[src/rtl/core/efcd_pkg.sv]
// Package with the constants, types and helper functions of the event flag claim dispatch block.
`default_nettype none

package efcd_pkg;

   localparam int EVENT_COUNT = 128;
   localparam int CORE_COUNT  = 2;
   localparam int WORD_BITS   = 32;
   localparam int WORD_SHIFT  = $clog2(WORD_BITS);
   localparam int BLOCKS      = (EVENT_COUNT + WORD_BITS - 1) / WORD_BITS;
   localparam int BLOCK_BITS  = (BLOCKS > 1) ? $clog2(BLOCKS) : 1;
   localparam int CORE_BITS   = (CORE_COUNT > 1) ? $clog2(CORE_COUNT) : 1;

   localparam int OP_W     = 3;
   localparam int CORE_W   = 1;
   localparam int EVENT_W  = 8;
   localparam int BLKIDX_W = 2;
   localparam int STATUS_W = 2;

   localparam int REQ_DATA_W = 16;
   localparam int RSP_DATA_W = 48;

   typedef enum logic [OP_W-1:0] {
      OP_CLAIM    = 3'd0,
      OP_UNCLAIM  = 3'd1,
      OP_SET      = 3'd2,
      OP_CLEAR    = 3'd3,
      OP_CAN_WAIT = 3'd4,
      OP_DISPATCH = 3'd5
   } op_type;

   typedef enum logic [STATUS_W-1:0] {
      STATUS_OK      = 2'd0,
      STATUS_CLAIMED = 2'd1,
      STATUS_NONE    = 2'd2
   } status_type;

   typedef logic [WORD_BITS-1:0] word_type;

   typedef struct packed {
      logic                 yield_enabled;
      logic [BLKIDX_W-1:0]  block_index;
      logic [EVENT_W-1:0]   event_in;
      logic [CORE_W-1:0]    core;
      logic [OP_W-1:0]      op;
   } req_type;

   typedef struct packed {
      word_type             active_word;
      logic                 ok_flag;
      logic [EVENT_W-1:0]   event_out;
      logic [STATUS_W-1:0]  status;
   } rsp_type;

   // Bits of a block that name real events; only a partial last block is masked.
   function automatic word_type block_mask(input int blk);
      int left;
      begin
         left = EVENT_COUNT - blk * WORD_BITS;
         if (left >= WORD_BITS) begin
            block_mask = '1;
         end else begin
            block_mask = (word_type'(1) << left) - word_type'(1);
         end
      end
   endfunction

   function automatic word_type lowest_onehot(input word_type bits);
      begin
         lowest_onehot = bits & (~bits + word_type'(1));
      end
   endfunction

   function automatic logic [WORD_SHIFT-1:0] onehot_index(input word_type onehot);
      logic [WORD_SHIFT-1:0] idx;
      begin
         idx = '0;
         for (int i = 0; i < WORD_BITS; i++) begin
            if (onehot[i]) begin
               idx = idx | WORD_SHIFT'(i);
            end
         end
         onehot_index = idx;
      end
   endfunction

endpackage

`default_nettype wire

[src/rtl/core/event_flag_claim_dispatch.sv]
// Event flag claim dispatch: pending and per-core claim bitmaps with one request per cycle.
// A request accepted into the request register moves its response into the response register
// once that register is empty or being taken.
// Throughput: one request per cycle while the response is not stalled; the whole update and the
// 128-bit lowest-free search sit between the request register and the response register.
// A stalled response holds the request register; new requests are still taken while it is empty.
// Reset clears both bitmaps and both stages at once, with no clearing pass.
`default_nettype none

module event_flag_claim_dispatch (
   input  wire                                clock,
   input  wire                                reset,
   input  wire                                req_tvalid,
   output logic                               req_tready,
   // op [2:0], core [3], event_in [11:4], block_index [13:12], yield_enabled [14]
   input  wire  [efcd_pkg::REQ_DATA_W-1:0]    req_tdata,
   output logic                               rsp_tvalid,
   input  wire                                rsp_tready,
   // status [1:0], event_out [9:2], ok_flag [10], active_word [42:11]
   output logic [efcd_pkg::RSP_DATA_W-1:0]    rsp_tdata
);

   localparam int REQ_BITS = $bits(efcd_pkg::req_type);

   logic                  in_valid_ff;
   efcd_pkg::req_type     in_data_ff;
   logic                  out_valid_ff;
   efcd_pkg::rsp_type     out_data_ff;
   efcd_pkg::rsp_type     out_data_in;
   logic                  advance;

   efcd_pkg::word_type    pending_ff [efcd_pkg::BLOCKS];
   efcd_pkg::word_type    pending_in [efcd_pkg::BLOCKS];
   efcd_pkg::word_type    claim_ff   [efcd_pkg::CORE_COUNT][efcd_pkg::BLOCKS];
   efcd_pkg::word_type    claim_in   [efcd_pkg::CORE_COUNT][efcd_pkg::BLOCKS];
   efcd_pkg::word_type    free_bits  [efcd_pkg::BLOCKS];

   logic                                  ev_valid;
   logic [efcd_pkg::BLOCK_BITS-1:0]       ev_blk;
   efcd_pkg::word_type                    ev_bit;
   logic [efcd_pkg::CORE_BITS-1:0]        core_sel;
   logic                                  found;
   logic [efcd_pkg::BLOCK_BITS-1:0]       found_blk;
   efcd_pkg::word_type                    found_onehot;
   logic [efcd_pkg::WORD_SHIFT-1:0]       found_idx;
   efcd_pkg::word_type                    held;
   efcd_pkg::word_type                    claim_mask;

   assign advance    = in_valid_ff && (!out_valid_ff || rsp_tready);
   assign req_tready = !in_valid_ff || advance;
   assign rsp_tvalid = out_valid_ff;
   assign rsp_tdata  = efcd_pkg::RSP_DATA_W'(out_data_ff);

   always_ff @(posedge clock) begin
      if (reset) begin
         in_valid_ff <= 1'b0;
      end else if (req_tready) begin
         in_valid_ff <= req_tvalid;
      end
   end

   always_ff @(posedge clock) begin
      if (req_tvalid && req_tready) begin
         in_data_ff <= efcd_pkg::req_type'(req_tdata[REQ_BITS-1:0]);
      end
   end

   always_ff @(posedge clock) begin
      if (reset) begin
         out_valid_ff <= 1'b0;
      end else if (advance) begin
         out_valid_ff <= 1'b1;
      end else if (rsp_tready) begin
         out_valid_ff <= 1'b0;
      end
   end

   always_ff @(posedge clock) begin
      if (advance) begin
         out_data_ff <= out_data_in;
      end
   end

   always_ff @(posedge clock) begin
      if (reset) begin
         for (int b = 0; b < efcd_pkg::BLOCKS; b++) begin
            pending_ff[b] <= '0;
            for (int c = 0; c < efcd_pkg::CORE_COUNT; c++) begin
               claim_ff[c][b] <= '0;
            end
         end
      end else if (advance) begin
         for (int b = 0; b < efcd_pkg::BLOCKS; b++) begin
            pending_ff[b] <= pending_in[b];
            for (int c = 0; c < efcd_pkg::CORE_COUNT; c++) begin
               claim_ff[c][b] <= claim_in[c][b];
            end
         end
      end
   end

   always_comb begin
      ev_valid = int'(in_data_ff.event_in) < efcd_pkg::EVENT_COUNT;
      ev_blk   = ev_valid
               ? efcd_pkg::BLOCK_BITS'(in_data_ff.event_in >> efcd_pkg::WORD_SHIFT)
               : '0;
      ev_bit   = efcd_pkg::word_type'(1)
               << in_data_ff.event_in[efcd_pkg::WORD_SHIFT-1:0];
      core_sel = (int'(in_data_ff.core) < efcd_pkg::CORE_COUNT)
               ? efcd_pkg::CORE_BITS'(in_data_ff.core) : '0;
   end

   always_comb begin
      for (int b = 0; b < efcd_pkg::BLOCKS; b++) begin
         held = '0;
         for (int c = 0; c < efcd_pkg::CORE_COUNT; c++) begin
            held = held | claim_ff[c][b];
         end
         free_bits[b] = ~held & efcd_pkg::block_mask(b);
      end
      found     = 1'b0;
      found_blk = '0;
      for (int b = 0; b < efcd_pkg::BLOCKS; b++) begin
         if (!found && (free_bits[b] != '0)) begin
            found     = 1'b1;
            found_blk = efcd_pkg::BLOCK_BITS'(b);
         end
      end
      found_onehot = efcd_pkg::lowest_onehot(free_bits[found_blk]);
      found_idx    = efcd_pkg::onehot_index(found_onehot);
   end

   always_comb begin
      pending_in  = pending_ff;
      claim_in    = claim_ff;
      claim_mask  = '0;
      out_data_in.status      = efcd_pkg::STATUS_OK;
      out_data_in.event_out   = in_data_ff.event_in;
      out_data_in.ok_flag     = 1'b0;
      out_data_in.active_word = '0;
      unique case (in_data_ff.op)
         efcd_pkg::OP_CLAIM: begin
            if (ev_valid) begin
               out_data_in.status = efcd_pkg::STATUS_CLAIMED;
            end else if (!found) begin
               out_data_in.status = efcd_pkg::STATUS_NONE;
            end else begin
               pending_in[found_blk] = pending_ff[found_blk] & ~found_onehot;
               claim_in[core_sel][found_blk] = claim_ff[core_sel][found_blk] | found_onehot;
               out_data_in.event_out = efcd_pkg::EVENT_W'(
                  int'(found_blk) * efcd_pkg::WORD_BITS + int'(found_idx));
            end
         end
         efcd_pkg::OP_UNCLAIM: begin
            if (ev_valid && ((claim_ff[core_sel][ev_blk] & ev_bit) != '0)) begin
               claim_in[core_sel][ev_blk] = claim_ff[core_sel][ev_blk] & ~ev_bit;
               out_data_in.event_out = efcd_pkg::EVENT_W'(efcd_pkg::EVENT_COUNT);
               out_data_in.ok_flag   = 1'b1;
            end
         end
         efcd_pkg::OP_SET: begin
            if (ev_valid) begin
               pending_in[ev_blk] = pending_ff[ev_blk] | ev_bit;
            end
         end
         efcd_pkg::OP_CLEAR: begin
            if (ev_valid) begin
               pending_in[ev_blk] = pending_ff[ev_blk] & ~ev_bit;
            end
         end
         efcd_pkg::OP_CAN_WAIT: begin
            out_data_in.ok_flag = in_data_ff.yield_enabled && ev_valid
                               && ((claim_ff[core_sel][ev_blk] & ev_bit) != '0);
         end
         efcd_pkg::OP_DISPATCH: begin
            if (int'(in_data_ff.block_index) < efcd_pkg::BLOCKS) begin
               claim_mask = claim_ff[core_sel][efcd_pkg::BLOCK_BITS'(in_data_ff.block_index)];
               out_data_in.active_word =
                  pending_ff[efcd_pkg::BLOCK_BITS'(in_data_ff.block_index)] & claim_mask;
               pending_in[efcd_pkg::BLOCK_BITS'(in_data_ff.block_index)] =
                  pending_ff[efcd_pkg::BLOCK_BITS'(in_data_ff.block_index)] & ~claim_mask;
            end
         end
         default: begin
         end
      endcase
   end

endmodule

`default_nettype wire

[config.mk]
export PLATFORM = sky130hd
export DESIGN_NAME = event_flag_claim_dispatch
export DESIGN_NICKNAME = d
export VERILOG_FILES = /design/src/rtl/core/efcd_pkg.sv /design/src/rtl/core/event_flag_claim_dispatch.sv
export SDC_FILE = /design/constraint.sdc
export NUM_CORES = 2
export LEC_CHECK = 0
export BUFFER_PORTS_ARGS = -buffer_cell sky130_fd_sc_hd__buf_2
export CORE_UTILIZATION = 44
export DETAILED_ROUTE_END_ITERATION = 12
export GPL_TIMING_DRIVEN = 0
export HOLD_SLACK_MARGIN = 0.12
export PLACE_DENSITY_LB_ADDON = 0.12
export SLEW_MARGIN = 5
export SYNTH_ARGS = -nofsm -noshare
export SYNTH_HDL_FRONTEND = slang
export SYNTH_SLANG_ARGS = --single-unit
[constraint.sdc]
create_clock -name clock -period 11.9 [get_ports clock]
set_input_delay 1.19 -clock clock [delete_from_list [all_inputs] [get_ports clock]]
set_output_delay 1.19 -clock clock [all_outputs]
set_load 0.005 [all_outputs]
==> impl_results.md <==
* Outcome: finished with violations
* Violated checks: max-capacitance violations, max-slew violations
* Share of cells above drive strength 1 at 8.35%
* Antenna Nets Post-Route at 0
* Rel. slew slack at -10.9%
* Die height at 269 um
* Hold crit path type: flip-flop to flip-flop
* GRT overflow at 0
* Synth area leader: dfxtp_1
* Vias per cell at 7.76
* Hpwl dp at 163000 um
* Max_cap viols at 8
* CP max stage cell: a211oi_1
* Max Root-Sink Buffers at 3
* Detailed Route WL at 217000 um
* Post-CTS Hold Buffers at 0
* WHS Path Cells at 2
* Ys async rst share at 0%
* Pre-Repair DR Iteration Count at 12
* Kind of critical path: flip-flop to flip-flop
* First-pass GRT wire length at 295000 um
* Startpoint types: flip-flop
* Antenna violations before repair at 20
* RSZ-0062 raised after global routing: false
* Placer Congestion at 1.15
* FMAX at 0.114 GHz
* Area share of the largest cell type after synthesis at 24.6%
* Setup bufs post-CTS at 0
* DR vias at 41652
* Most common cell after layout, fill and taps aside: nor2_1
* Sequential cell area fraction in the yosys report at 30.2%
* Setup crit end kind: flip-flop
* Worst Path Buf+Inv at 5
* CTS root buffer: clkbuf_16
* Worst setup margin at 3150 ps
* CP peak stage delay at 1050 ps
* Tmin final at 8750 ps
* Mapped Cells at 4229
* # DRC at 0
* Clock transition at path regs at 60 ps
* Top cells by area, synth: dfxtp_1, o22ai_1, nor2_1
* Final hold vios at 0
* Ys flop type: dfxtp_1
* Setup-failing EPs final at 0
* Core area at 70300 sq um
* Final setup skew at 38.7 ps
* Synthesized area per cell at 7.42 sq um
* # IOs at 70
* Yosys reg bits at 444
* Worst vdd ir at 0.122 mV
* GRT Util Overall at 57.7%
* TritonCTS Buffers at 53
* CP arrival at 9330 ps
* Fillers at 7285
* H-tree Lvls at 2
* Setup TNS at 0 ps
* Crit path required time at 12480 ps
* Post-cts sizing count at 0
* Skew-Pair Late Insertion Delay at 680 ps
* Starting density of the core at 44.7%
* Crit-path max FO at 10
* Area Growth Syn to Fin at 11.2%
* WL/cell at 40.4 um
* Post-Syn Area at 31400 sq um
* Number of global-route vias before repair at 37734
* Yosys warnings at 0
* Top cell by count, worst path: clkbuf_1
* Least-Margin Pin Slew at 1650 ps
* Post-synthesis cell type count at 81
* Leakage power at 0.0108 uW
* Number of DRC markers in iteration 0 at 9079
* Worst-case reg-to-reg path depth at 17
* Die area at 72400 sq um
* Fin nets at 4385
* CTS tree: yes
* CP Cell Sequence: clkbuf_1 > buf_2 > buf_2 > mux2i_1 > nor2_1 > a211oi_1 > o22ai_1 > a31oi_1 > nand4_1 > nor2b_1 > o21ai_1 > o21bai_1 > clkbuf_1 > o21ai_1 > clkbuf_1 > a22oi_1 > nor2_1
* DP Worst Slack at 4350 ps
* Port Buffers at 62
* Worst path depth at 17
* Clock Sinks at 444
* Pin count of the biggest net entering global routing at 28
* Crit share post-route at 73.5%
* EDFF count, synth at 58
* Delay-heaviest family, CP: buffers and inverters
* Slew Limit Fails at 33
* Pwr per Cell Area at 115 nW/um^2
* Most frequent cells in the layout: nor2_1, o22ai_1, a21oi_1
* Chip width at 269 um
* R2r setup slk at 3150 ps
* Rows at 97
-- final timing paths --
path	start	end
setup reg to reg	core_sel	claim_ff[233]
hold reg to reg	claim_ff[15]	claim_ff[15]
setup / recovery	core_sel	claim_ff[233]
hold / removal	claim_ff[15]	claim_ff[15]
-- metrics by stage --
step	util (%)	hold slack (ps)	cells	cell area, sq um	total power, uW
4_1_cts	49.5	477	5344	34800	3910
5_1_grt	49.6	498	5349	34900	4050
6_report	49.7	484	5365	34900	4020
3_5_place_dp	47.1	471	5245	33100	2300
3_3_place_gp	46.8	464	5235	32900	2290
2_1_floorplan	-	442	4233	31400	2040
-- Yosys cell counts, drive strengths merged, types with 14 or more instances --
cell type and number:
nor2 831, o22ai 547, a21oi 525, dfxtp 386, clkbuf 318, nand2 281, a22oi 198, a211oi 158
mux2i 154, nor3 118, o21ai 96, buf 86, mux4 77, edfxtp 58, nor3b 38, nor4 36
nand3 31, and3 29, a221oi 26, and2 23, a31oi 19, nand4 15, or2 15, mux2 14
-- registers in the layout, summed over array words and instances, names as in the netlist --
name and cells:
pending_ff 128, rsp_tvalid 1, in_data_ff 14, rsp_tdata 43, claim_ff 256, core_sel 1, in_valid_ff 1
-- cell type report --
type	count	area, sq um	share of cell area, %
multi-input combinational	3375	20400	58.6
buffer	404	1590	4.56
sequential	444	9470	27.1
tap	940	1180	3.37
inverter	10	37.5	0.108
antenna	16	40.0	0.115
clock inverter	32	259	0.742
clock buffer	67	1430	4.10
timing repair buffer	77	457	1.31
-- where the power goes --
part / internal (uW) / switching (uW)
logic: 194 / 510
clock network: 900 / 774
registers: 1560 / 73.3
-- layer usage --
metal | part of all wire, % | up-vias | routed length [um] | global-route usage, %
met1 | 33 | 19224 | 70700 | 63.6
met2 | 39 | 4481 | 84300 | 80.4
met4 | 12 | 14 | 26300 | 53.6
met3 | 16 | 1608 | 35400 | 28.9
li1 | - | 16325 | - | -
met5 | 0.073 | - | 158 | 0.0658
-- cell families after synthesis --
| logic type | after synthesis | share of synthesized area, % |
|---|---|---|
| AO/OA/AOI/OAI | 1657 | 33.0 |
| AND/OR/NAND/NOR | 1468 | 20.8 |
| flip-flops | 444 | 30.2 |
| buffers and inverters | 414 | 5.15 |
| multiplexers | 245 | 10.9 |
| other | 1 | 0.0119 |
-- worst reg2reg max path, cell delays in order, from the launching register on --
cell and delay (ps):
edfxtp_1 380, clkbuf_1 940, buf_2 700, buf_2 720, mux2i_1 610, nor2_1 80
a211oi_1 1050, o22ai_1 230, a31oi_1 480, nand4_1 280, nor2b_1 290, o21ai_1 550
o21bai_1 480, clkbuf_1 370, o21ai_1 330, clkbuf_1 830, a22oi_1 220, nor2_1 120
Note: power is estimated with default switching activity, not from simulation.
